<file path="src/hdl/lncf_pkg.sv">
package lncf_pkg;

    localparam int NUMBER_DIGITS = 6;
    localparam int BCD_W         = 4 * NUMBER_DIGITS;
    localparam int COL_W         = $clog2(NUMBER_DIGITS + 1);
    localparam int PREFIX_LEN    = NUMBER_DIGITS + 1;
    localparam int MAX_RUN       = PREFIX_LEN + 2;
    localparam int POS_W         = $clog2(MAX_RUN + 1);
    localparam int CFG_INDEX_W   = 3;

    localparam logic [7:0] NL_BYTE     = 8'd10;
    localparam logic [7:0] TAB_BYTE    = 8'd9;
    localparam logic [7:0] DEL_BYTE    = 8'd127;
    localparam logic [7:0] LAST_CTRL   = 8'd31;
    localparam logic [7:0] CARET_OFS   = 8'd64;
    localparam logic [7:0] CARET_BYTE  = 8'h5E;
    localparam logic [7:0] QMARK_BYTE  = 8'h3F;
    localparam logic [7:0] DOLLAR_BYTE = 8'h24;
    localparam logic [7:0] I_BYTE      = 8'h49;
    localparam logic [7:0] SPACE_BYTE  = 8'h20;
    localparam logic [7:0] ZERO_BYTE   = 8'h30;

    typedef enum logic [CFG_INDEX_W-1:0] {
        REG_NUMBER_ALL       = 3'd0,
        REG_NUMBER_NONBLANK  = 3'd1,
        REG_SQUEEZE_BLANK    = 3'd2,
        REG_SHOW_ENDS        = 3'd3,
        REG_SHOW_TABS        = 3'd4,
        REG_SHOW_NONPRINTING = 3'd5
    } cfg_reg_t;

    // One accepted byte's worth of output: optional number prefix, then one or two bytes.
    typedef struct packed {
        logic             has_num;
        logic [BCD_W-1:0] digits;
        logic             two_tail;
        logic [7:0]       tail0;
        logic [7:0]       tail1;
    } job_t;

    function automatic logic [BCD_W-1:0] bcd_bump(input logic [BCD_W-1:0] bcd);
        logic [BCD_W-1:0] res;
        logic             all_nines;
        logic             carry;
        logic [3:0]       d;
        res       = bcd;
        all_nines = 1'b1;
        carry     = 1'b1;
        for (int i = 0; i < NUMBER_DIGITS; i++) begin
            if (bcd[4*i +: 4] != 4'd9) begin
                all_nines = 1'b0;
            end
        end
        if (!all_nines) begin
            for (int i = 0; i < NUMBER_DIGITS; i++) begin
                d = bcd[4*i +: 4];
                if (carry) begin
                    if (d >= 4'd9) begin
                        res[4*i +: 4] = 4'd0;
                    end
                    else begin
                        res[4*i +: 4] = d + 4'd1;
                        carry         = 1'b0;
                    end
                end
            end
        end
        return res;
    endfunction

    // Character in column col (0 is the leftmost) of the space-padded number.
    function automatic logic [7:0] number_char(input logic [BCD_W-1:0] bcd,
                                               input logic [COL_W-1:0] col);
        logic [7:0] ch;
        logic       leading;
        logic [3:0] d;
        ch      = SPACE_BYTE;
        leading = 1'b1;
        for (int i = NUMBER_DIGITS - 1; i >= 0; i--) begin
            d = bcd[4*i +: 4];
            if (d > 4'd9) begin
                d = 4'd9;
            end
            if (d == 4'd0 && leading && i > 0) begin
                if (col == COL_W'(NUMBER_DIGITS - 1 - i)) begin
                    ch = SPACE_BYTE;
                end
            end
            else begin
                leading = 1'b0;
                if (col == COL_W'(NUMBER_DIGITS - 1 - i)) begin
                    ch = ZERO_BYTE + {4'd0, d};
                end
            end
        end
        return ch;
    endfunction

endpackage

</file>
<file path="src/hdl/lncf_emitter.sv">
module lncf_emitter (
    input  logic          clk,
    input  logic          rst_n,
    input  logic          load,
    input  lncf_pkg::job_t load_job,
    output logic          busy,
    output logic          out_valid,
    input  logic          out_stall,
    output logic [7:0]    out_byte,
    output logic          last_of_run
);

    logic                       job_valid_reg;
    lncf_pkg::job_t             job_reg;
    logic [lncf_pkg::POS_W-1:0] pos_reg;
    logic                       out_valid_reg;
    logic [7:0]                 out_byte_reg;
    logic                       out_last_reg;

    logic                       out_free;
    logic                       move;
    logic                       job_done;
    logic [lncf_pkg::POS_W-1:0] run_len;
    logic [lncf_pkg::POS_W-1:0] tail_pos;
    logic [7:0]                 byte_next;

    assign out_free = !out_valid_reg || !out_stall;
    assign move     = job_valid_reg && out_free;
    assign run_len  = (job_reg.has_num ? lncf_pkg::POS_W'(lncf_pkg::PREFIX_LEN)
                                       : lncf_pkg::POS_W'(0))
                      + (job_reg.two_tail ? lncf_pkg::POS_W'(2) : lncf_pkg::POS_W'(1));
    assign job_done = move && (pos_reg == run_len - lncf_pkg::POS_W'(1));
    assign busy     = job_valid_reg && !job_done;
    assign tail_pos = job_reg.has_num ? pos_reg - lncf_pkg::POS_W'(lncf_pkg::PREFIX_LEN)
                                      : pos_reg;

    always_comb
    begin
        if (job_reg.has_num && pos_reg < lncf_pkg::POS_W'(lncf_pkg::NUMBER_DIGITS)) begin
            byte_next = lncf_pkg::number_char(job_reg.digits,
                                              pos_reg[lncf_pkg::COL_W-1:0]);
        end
        else if (job_reg.has_num &&
                 pos_reg == lncf_pkg::POS_W'(lncf_pkg::NUMBER_DIGITS)) begin
            byte_next = lncf_pkg::TAB_BYTE;
        end
        else if (tail_pos == lncf_pkg::POS_W'(0)) begin
            byte_next = job_reg.tail0;
        end
        else begin
            byte_next = job_reg.tail1;
        end
    end

    always_ff @(posedge clk or negedge rst_n)
    begin
        if (!rst_n) begin
            job_valid_reg <= 1'b0;
            pos_reg       <= '0;
            out_valid_reg <= 1'b0;
        end
        else begin
            if (load) begin
                job_valid_reg <= 1'b1;
                pos_reg       <= '0;
            end
            else if (job_done) begin
                job_valid_reg <= 1'b0;
            end
            else if (move) begin
                pos_reg <= pos_reg + lncf_pkg::POS_W'(1);
            end
            if (out_free) begin
                out_valid_reg <= move;
            end
        end
    end

    always_ff @(posedge clk)
    begin
        if (load) begin
            job_reg <= load_job;
        end
        if (move) begin
            out_byte_reg <= byte_next;
            out_last_reg <= job_done;
        end
    end

    assign out_valid   = out_valid_reg;
    assign out_byte    = out_byte_reg;
    assign last_of_run = out_last_reg;

endmodule

</file>
<file path="src/hdl/text_line_number_and_caret_filter.sv">
// Text filter: line numbers, blank-line squeezing and caret escapes.
//
// Input channel: data_byte and new_file, one text byte per beat, with
// in_valid and in_stall (driven by this block). Output channel: out_byte and
// last_of_run, with out_valid and out_stall (driven by the receiver);
// last_of_run marks the final output beat caused by one input beat.
// Configuration: cfg_valid/cfg_ready with cfg_index and cfg_data (bit 0 is
// kept); write only while the block is idle. cfg_ready is always high.
//
// The first output beat of an input goes through the job register and then
// the output register. An input that yields n output beats holds the job
// register until the last one moves out, so plain bytes flow at one beat per
// cycle while the receiver does not stall; a numbered line start adds six
// digits and a tab. A dropped blank line yields no output and loads no job.
// When the receiver stalls, the output register holds and the input side
// stalls as soon as the job register cannot drain.
// Reset clears all options, sets the line number to one and the block to
// line start, and empties the pipeline.
module text_line_number_and_caret_filter (
    input  logic                             clk,
    input  logic                             rst_n,
    input  logic                             in_valid,
    output logic                             in_stall,
    input  logic [7:0]                       data_byte,
    input  logic                             new_file,
    output logic                             out_valid,
    input  logic                             out_stall,
    output logic [7:0]                       out_byte,
    output logic                             last_of_run,
    input  logic                             cfg_valid,
    output logic                             cfg_ready,
    input  logic [lncf_pkg::CFG_INDEX_W-1:0] cfg_index,
    input  logic                             cfg_data
);

    logic number_all_reg;
    logic number_nonblank_reg;
    logic squeeze_blank_reg;
    logic show_ends_reg;
    logic show_tabs_reg;
    logic show_nonprinting_reg;

    logic                         at_line_start_reg;
    logic [1:0]                   blank_run_reg;
    logic [lncf_pkg::BCD_W-1:0]   line_number_reg;
    logic                         at_line_start_next;
    logic [1:0]                   blank_run_next;
    logic [lncf_pkg::BCD_W-1:0]   line_number_next;

    logic                         accept;
    logic                         start;
    logic [1:0]                   run_cur;
    logic [lncf_pkg::BCD_W-1:0]   num_cur;
    logic                         blank;
    logic                         drop;
    logic                         do_number;
    logic                         is_ctrl;
    lncf_pkg::job_t               job;

    assign accept    = in_valid && !in_stall;
    assign cfg_ready = 1'b1;

    assign start   = new_file || at_line_start_reg;
    assign run_cur = new_file ? 2'd0 : blank_run_reg;
    assign num_cur = new_file ? lncf_pkg::BCD_W'(1) : line_number_reg;
    assign blank   = (data_byte == lncf_pkg::NL_BYTE);
    assign is_ctrl = data_byte != 8'd0 && data_byte <= lncf_pkg::LAST_CTRL
                     && data_byte != lncf_pkg::NL_BYTE && data_byte != lncf_pkg::TAB_BYTE;

    always_comb
    begin
        blank_run_next = run_cur;
        if (start) begin
            if (blank) begin
                blank_run_next = (run_cur == 2'd3) ? 2'd3 : run_cur + 2'd1;
            end
            else begin
                blank_run_next = 2'd0;
            end
        end
        drop      = squeeze_blank_reg && start && blank_run_next > 2'd1;
        do_number = start && !drop
                    && (number_nonblank_reg ? !blank : number_all_reg);
        line_number_next   = do_number ? lncf_pkg::bcd_bump(num_cur) : num_cur;
        at_line_start_next = blank;

        job.has_num  = do_number;
        job.digits   = num_cur;
        job.two_tail = 1'b1;
        job.tail0    = lncf_pkg::CARET_BYTE;
        job.tail1    = data_byte;
        if (show_tabs_reg && data_byte == lncf_pkg::TAB_BYTE) begin
            job.tail1 = lncf_pkg::I_BYTE;
        end
        else if (show_ends_reg && blank) begin
            job.tail0 = lncf_pkg::DOLLAR_BYTE;
        end
        else if (show_nonprinting_reg && is_ctrl) begin
            job.tail1 = data_byte + lncf_pkg::CARET_OFS;
        end
        else if (show_nonprinting_reg && data_byte == lncf_pkg::DEL_BYTE) begin
            job.tail1 = lncf_pkg::QMARK_BYTE;
        end
        else begin
            job.two_tail = 1'b0;
            job.tail0    = data_byte;
        end
    end

    always_ff @(posedge clk or negedge rst_n)
    begin
        if (!rst_n) begin
            number_all_reg       <= 1'b0;
            number_nonblank_reg  <= 1'b0;
            squeeze_blank_reg    <= 1'b0;
            show_ends_reg        <= 1'b0;
            show_tabs_reg        <= 1'b0;
            show_nonprinting_reg <= 1'b0;
            at_line_start_reg    <= 1'b1;
            blank_run_reg        <= 2'd0;
            line_number_reg      <= lncf_pkg::BCD_W'(1);
        end
        else begin
            if (cfg_valid && cfg_ready) begin
                case (cfg_index)
                    lncf_pkg::REG_NUMBER_ALL:       number_all_reg       <= cfg_data;
                    lncf_pkg::REG_NUMBER_NONBLANK:  number_nonblank_reg  <= cfg_data;
                    lncf_pkg::REG_SQUEEZE_BLANK:    squeeze_blank_reg    <= cfg_data;
                    lncf_pkg::REG_SHOW_ENDS:        show_ends_reg        <= cfg_data;
                    lncf_pkg::REG_SHOW_TABS:        show_tabs_reg        <= cfg_data;
                    lncf_pkg::REG_SHOW_NONPRINTING: show_nonprinting_reg <= cfg_data;
                    default: ;
                endcase
            end
            if (accept) begin
                at_line_start_reg <= at_line_start_next;
                blank_run_reg     <= blank_run_next;
                line_number_reg   <= line_number_next;
            end
        end
    end

    lncf_emitter u_emitter (
        .clk         (clk),
        .rst_n       (rst_n),
        .load        (accept && !drop),
        .load_job    (job),
        .busy        (in_stall),
        .out_valid   (out_valid),
        .out_stall   (out_stall),
        .out_byte    (out_byte),
        .last_of_run (last_of_run)
    );

endmodule

</file>
<file path="config.mk">
export PLATFORM = sky130hd
export DESIGN_NAME = text_line_number_and_caret_filter
export DESIGN_NICKNAME = d
export VERILOG_FILES = /design/src/hdl/lncf_pkg.sv /design/src/hdl/lncf_emitter.sv /design/src/hdl/text_line_number_and_caret_filter.sv
export SDC_FILE = /design/constraint.sdc
export NUM_CORES = 1
export LEC_CHECK = 0
export ABC_AREA = 0
export BUFFER_PORTS_ARGS = -buffer_cell sky130_fd_sc_hd__buf_2
export CORE_MARGIN = 5
export CORE_UTILIZATION = 40
export CTS_CLUSTER_DIAMETER = 120
export CTS_CLUSTER_SIZE = 40
export DETAILED_ROUTE_END_ITERATION = 10
export PLACE_DENSITY_LB_ADDON = 0.05
export SYNTH_ARGS = -nofsm -noshare
export SYNTH_HDL_FRONTEND = slang
export SYNTH_SLANG_ARGS = --single-unit
export TNS_END_PERCENT = 50
</file>
<file path="constraint.sdc">
create_clock -name clk -period 5 [get_ports clk]
set_input_delay 0.25 -clock clk [delete_from_list [all_inputs] [get_ports clk]]
set_output_delay 0.25 -clock clk [all_outputs]
set_load 0.01 [all_outputs]
</file>
After elaboration in Yosys (flattened, before gate mapping). Index checks and enable logic that the tools add are counted.

Memories: 0. Output and inout port bits: 12. Word-level logic and storage cells: 220. Bits in latches: 0. Bits of input ports: 18. Memory bits (read-only): 0. Memory bits (writable): 0. Register bits: 90.

Multiplexer cells: 92. $mul: 0. Eq/ne operators: 25. Add/subtract/negate cells: 18. Divide/modulo/power cells: 0. Shift-type cells: 0. Order comparisons: 15. Bitwise gates (word level): 0. Reduce and logical (&&, ||, !) cells: 50.

Operators with widths (count): two-way mux 8 bit (22); two-way mux 4 bit (27); two-way mux 24 bit (3); adder 6 x 4 -> 7 bit, first input constant (6); two-way mux 1 bit (31); adder 4 x 1 -> 4 bit, second input constant (7); >= comparator 4 bit, second input constant (6); greater-than comparator 4 bit, second input constant (6); zero test 4 bit (6); != test 4 bit, second input constant (6); logical AND 1 bit (22); equality test 8 x 4 -> 1 bit, second input constant (2); != test 8 x 4 -> 1 bit, second input constant (2); two-way mux 7 bit (2); AND reduction 2 bit (7); equality test 3 x 2 -> 1 bit, second input constant (4); equality test 3 bit, second input constant (4); two-way mux 2 bit (5); two-way mux 9 bit (1); adder 8 x 7 -> 8 bit, second input constant (1); equality test 8 x 7 -> 1 bit, second input constant (1); <= comparator 8 x 5 -> 1 bit, second input constant (1); nonzero test 8 bit (1); equality test 3 x 1 -> 1 bit, second input constant (2); 17 further kinds (25).

Longest topological paths before layout.
Depth after elaboration: 20. Gate-level depth with buffers: 13. Gate-level depth less buffers: 10.

Hierarchy. A second synthesis with hierarchy kept.

Cells, all modules: 509. Area, all modules: 5230.0 um^2.

Modules (own cells, without submodules): text_line_number_and_caret_filter (instances 1, cells each 320, sequential area each 828.3 um^2, area each 2645.0 um^2); lncf_emitter (instances 1, cells each 189, sequential area each 1681.6 um^2, area each 2585.0 um^2).

Least setup slack after synthesis. OpenSTA, ideal clock, no wires.

Path kind: register to register. Start point: register u_emitter.out_valid_reg (netlist: u_emitter.out_valid). End point: register u_emitter.job_reg[0] (netlist bit), enable pin. Slack: 763 ps. Arrival: 3762 ps. Cell stages (with the launch flop): 5. Data required time: 4524 ps. Cells stage by stage: dfrtp_1 -> a21boi_1 -> and2_1 -> a21oi_2 -> a31oi_1.

Word-level cells in the longest chain between the ends: 9.

Ends and longest elaborated chain: from (decl) (line lncf_emitter.sv:16) `logic out_valid_reg;`; from (signal assigned) (line lncf_emitter.sv:74) `out_valid_reg <= move;`; zero test 1 bit (line lncf_emitter.sv:27) `assign out_free = !out_valid_reg || !out_stall;`; logical OR 1 bit (line lncf_emitter.sv:27); logical AND 1 bit (line lncf_emitter.sv:28) `assign move = job_valid_reg && out_free;`; net u_emitter.move (line lncf_emitter.sv:21) `logic move;`; logical AND 1 bit (line lncf_emitter.sv:32) `assign job_done = move && (pos_reg == run_len - lncf_pkg::POS_W'(1));`; zero test 1 bit (line lncf_emitter.sv:33) `assign busy = job_valid_reg && !job_done;`; logical AND 1 bit (line lncf_emitter.sv:33); zero test 1 bit (line text_line_number_and_caret_filter.sv:60) `assign accept = in_valid && !in_stall;`; logical AND 1 bit (line text_line_number_and_caret_filter.sv:60); logical AND 1 bit (line text_line_number_and_caret_filter.sv:146) `.load (accept && !drop),`; net u_emitter.load (line lncf_emitter.sv:4) `input logic load,`; to (signal assigned) (line lncf_emitter.sv:82) `job_reg <= load_job;`; to (decl) (line lncf_emitter.sv:14) `lncf_pkg::job_t job_reg;`.

The timed path passes the listed nets, and every way through them passes these cells. A chain may end at the register's enable or synchronous reset.

Worst setup path after layout.
Start point: register u_emitter.job_reg[41] (netlist bit). End point: register line_number_reg[2] (netlist bit).

Word-level cells in the longest chain between the ends: 9.

Ends and longest elaborated chain: two-way mux 3 bit (line lncf_emitter.sv:29) `assign run_len = (job_reg.has_num ? lncf_pkg::POS_W'(lncf_pkg::PREFIX_LEN)`; adder 4 bit (line lncf_emitter.sv:31) `+ (job_reg.two_tail ? lncf_pkg::POS_W'(2) : lncf_pkg::POS_W'(1));`; subtractor 4 x 1 -> 4 bit (line lncf_emitter.sv:32); equality test 4 bit (line lncf_emitter.sv:32); logical AND 1 bit (line lncf_emitter.sv:32); zero test 1 bit (line lncf_emitter.sv:33); logical AND 1 bit (line lncf_emitter.sv:33); zero test 1 bit (line text_line_number_and_caret_filter.sv:60); logical AND 1 bit (line text_line_number_and_caret_filter.sv:60); to (signal assigned) (line text_line_number_and_caret_filter.sv:121) `line_number_reg <= lncf_pkg::BCD_W'(1);`; to (signal assigned) (line text_line_number_and_caret_filter.sv:138) `line_number_reg <= line_number_next;`; to (decl) (line text_line_number_and_caret_filter.sv:45) `logic [lncf_pkg::BCD_W-1:0] line_number_reg;`.

No other way between the ends.

==> flow_summary.yaml <==
status:
  status: "completed"
finish:
  final_util_pct: 45.7
  fin_nets: 578
  diodes: 0
  syn_to_final_growth_pct: 11.3
  largest_register_ffs: 42
  drive_gt1_share_pct: 13.1
  multi_input_area_um2: 2480
  ff_latch_area_um2: 2510
  fillerInstances: 1235
  finalNonFillerCells: 707
timing:
  rsz0062_at_grt: "false"
  hold_slack_ns: 0.0612
  fin_crit_sh_pct: 56.3
  slew_viol_final: 0
  setup_viol: 0
  tightest_slew_ns: 0.955
  fmax_ghz: 0.355
  max-slew-margin-rel_pct: 36.4
  setup_tns_ns: 0
  hold_viol_final: 0
  fin_worst_skew_ns: 0.00767
  fin_crit_ns: 2.81
synth:
  synth_compound_area_share_pct: 15.3
  syn_avg_cell_area_um2: 10.2
  synthCells: 509
  synth-simple-area-share_pct: 20.1
  synth_area_um2: 5200
  synth_xor_xnor_area_share_pct: 1.18
  synthMostInstantiatedCell: "nand2_1"
  netlist.area_leader.share_pct: 29.5
  syn_nets: 556
  synth_top_area_cell: "edfxtp_1"
  synth_area_leaders: "edfxtp_1, dfrtp_1, ha_1, nand2_1, o21ai_0"
  seq_area_frac_synth_pct: 48.3
  synth-seq-cells: 90
  synth_commonest_cells: "nand2_1, edfxtp_1, dfrtp_1"
  async_flop_share_pct: 43.3
  synth_edf_count: 51
  synthAdderAreaFrac_pct: 6.98
  synthDistinctLibCells: 70
  synth_top_family_by_area: "simple AND/OR/NAND/NOR gates"
  synthFlopType: "edfxtp_1"
  yosysWarnings: 0
  synth_mux_area_share_pct: 3.88
clock_tree:
  clkTransAtPathRegs_ns: 0.07
  cts_made_buffers: 9
  clock_latency_ns: 0.34
  post-cts-setup-buffers: 0
  cts_hold_buf: 0
  cts_resized: 0
  cts_tree: "built"
  cts.sink_count: 90
  root_buffer: "clkbuf_16"
  clock_path_buffers: 2
  h-tree-depth: 3
detailed_routing:
  dr_total_vias: 3821
  firstDrtPassIters: 5
  viasPerCell: 5.40
  postRouteWirelength_um: 12300
  ant_nets: 0
  drc_errors: 0
  avgRoutedWirePerCell_um: 17.4
  drt_iter0_drc: 244
setup_path:
  end_kind: "flip-flop"
  endpoint: "line_number_reg[2]"
  cp-start-kind: "flip-flop"
  critPathRequiredTime_ns: 5.28
  cp-startpoint: "u_emitter.job_reg[41]"
  worstRegToRegCells: 7
  timing.rr.end: "line_number_reg[2]"
  path_max_fanout: 11
  critical_path_class: "flip-flop to flip-flop"
  rrSetupSlack_ns: 2.19
  critPathArrivalTime_ns: 3.10
  r2r-start: "u_emitter.job_reg[41]"
place:
  dp_cells: 692
  place_congestion: 0.814
  io_buffers: 28
  dp_hpwl_um: 8930
global_routing:
  grt_max_degree: 48
  grt_pass1_vias: 3916
  grt_pass1_wl_um: 20100
  grt_overflow: 0
  antenna_found_initial: 0
  track_usage_pct: 17.0
flow_run:
  maxCapViolations: 0
hold_path:
  hold_path.class: "input pin to asynchronous set/reset pin"
floorplanning:
  ios: 30
  start_util_pct: 41.0
  die-area_um2: 15400
  dieWidth_um: 124
  rows: 41
  fp.dieH_um: 124
  core_um2: 12700
power:
  vdd_drop_max_v: 0.000226
  p_leak_nw: 2.39
  power_mw: 2.54
  power_density_nw_per_um2: 440
routing by layer:
| metal | global-route usage [%] | share of wire [%] |
|---|---|---|
| met5 | 0 | 0 |
| met4 | 5.89 | 1.3 |
| met3 | 2.59 | 2.8 |
| met2 | 26.2 | 46 |
| met1 | 24.4 | 50 |
stage by stage:
stage | area, um2 | setup slack (ns)
2_1_floorplan | 5200 | 0.763
3_3_place_gp | 5500 | 2.11
3_5_place_dp | 5500 | 1.99
4_1_cts | 5790 | 2.15
5_1_grt | 5790 | 1.95
6_report | 5790 | 2.19
final cells by class:
type | count | share of cell area (%)
clock buffer | 10 | 3.96
clock inverter | 5 | 0.973
inverter | 34 | 2.21
multi-input combinational | 365 | 42.9
sequential | 90 | 43.4
tap | 172 | 3.72
timing repair buffer | 31 | 2.81
worst max-delay path, cell delays in order (launching register included):
cell and delay, ns:
edfxtp_1 0.50, ha_1 0.34, xor2_1 0.19, and4_1 0.28
a21o_1 0.46, nand3_1 0.35, or4b_1 0.56, nand3_1 0.08
cells in the final DEF (no fill, tap or decap), drive strengths merged, types with 7 or more instances in the layout:
| master | n |
|---|---|
| nand2 | 52 |
| edfxtp | 51 |
| dfrtp | 37 |
| inv | 35 |
| o21ai | 33 |
| nor2 | 32 |
| buf | 31 |
| ha | 29 |
| a21oi | 23 |
| nand3 | 20 |
| nor2b | 14 |
| nand2b | 12 |
| mux2i | 10 |
| clkbuf | 10 |
| mux2 | 9 |
| nor3 | 9 |
| nor4 | 8 |
| a31oi | 7 |
logic make-up after synthesis:
kind of cell | count (synthesis)
buf+inv | 54
simple gates | 191
fa+ha+maj | 29
xor+xnor | 7
flops | 90
compound gates | 118
mux | 19
other cells | 1
power by group:
group	switching (mW)	internal (mW)	total, mW
logic	0.466	0.289	0.755
clock network	0.287	0.385	0.672
registers	0.115	1.00	1.12
total	0.868	1.68	2.54
how the worst min path moves through the flow:
stage / start / end / slack (ns) / depth (start not counted)
finish: rst_n / line_number_reg[8] / 0.06 / 1
global route: out_stall / u_emitter.out_valid / 0.11 / 2
CTS: rst_n / line_number_reg[8] / 0.1 / 1
detailed placement: rst_n / line_number_reg[12] / 0.47 / 1
global placement: rst_n / line_number_reg[13] / 0.47 / 1
floorplan: rst_n / blank_run_reg[0] / -0.05 / 0
Note: power is estimated with default switching activity, not from simulation.
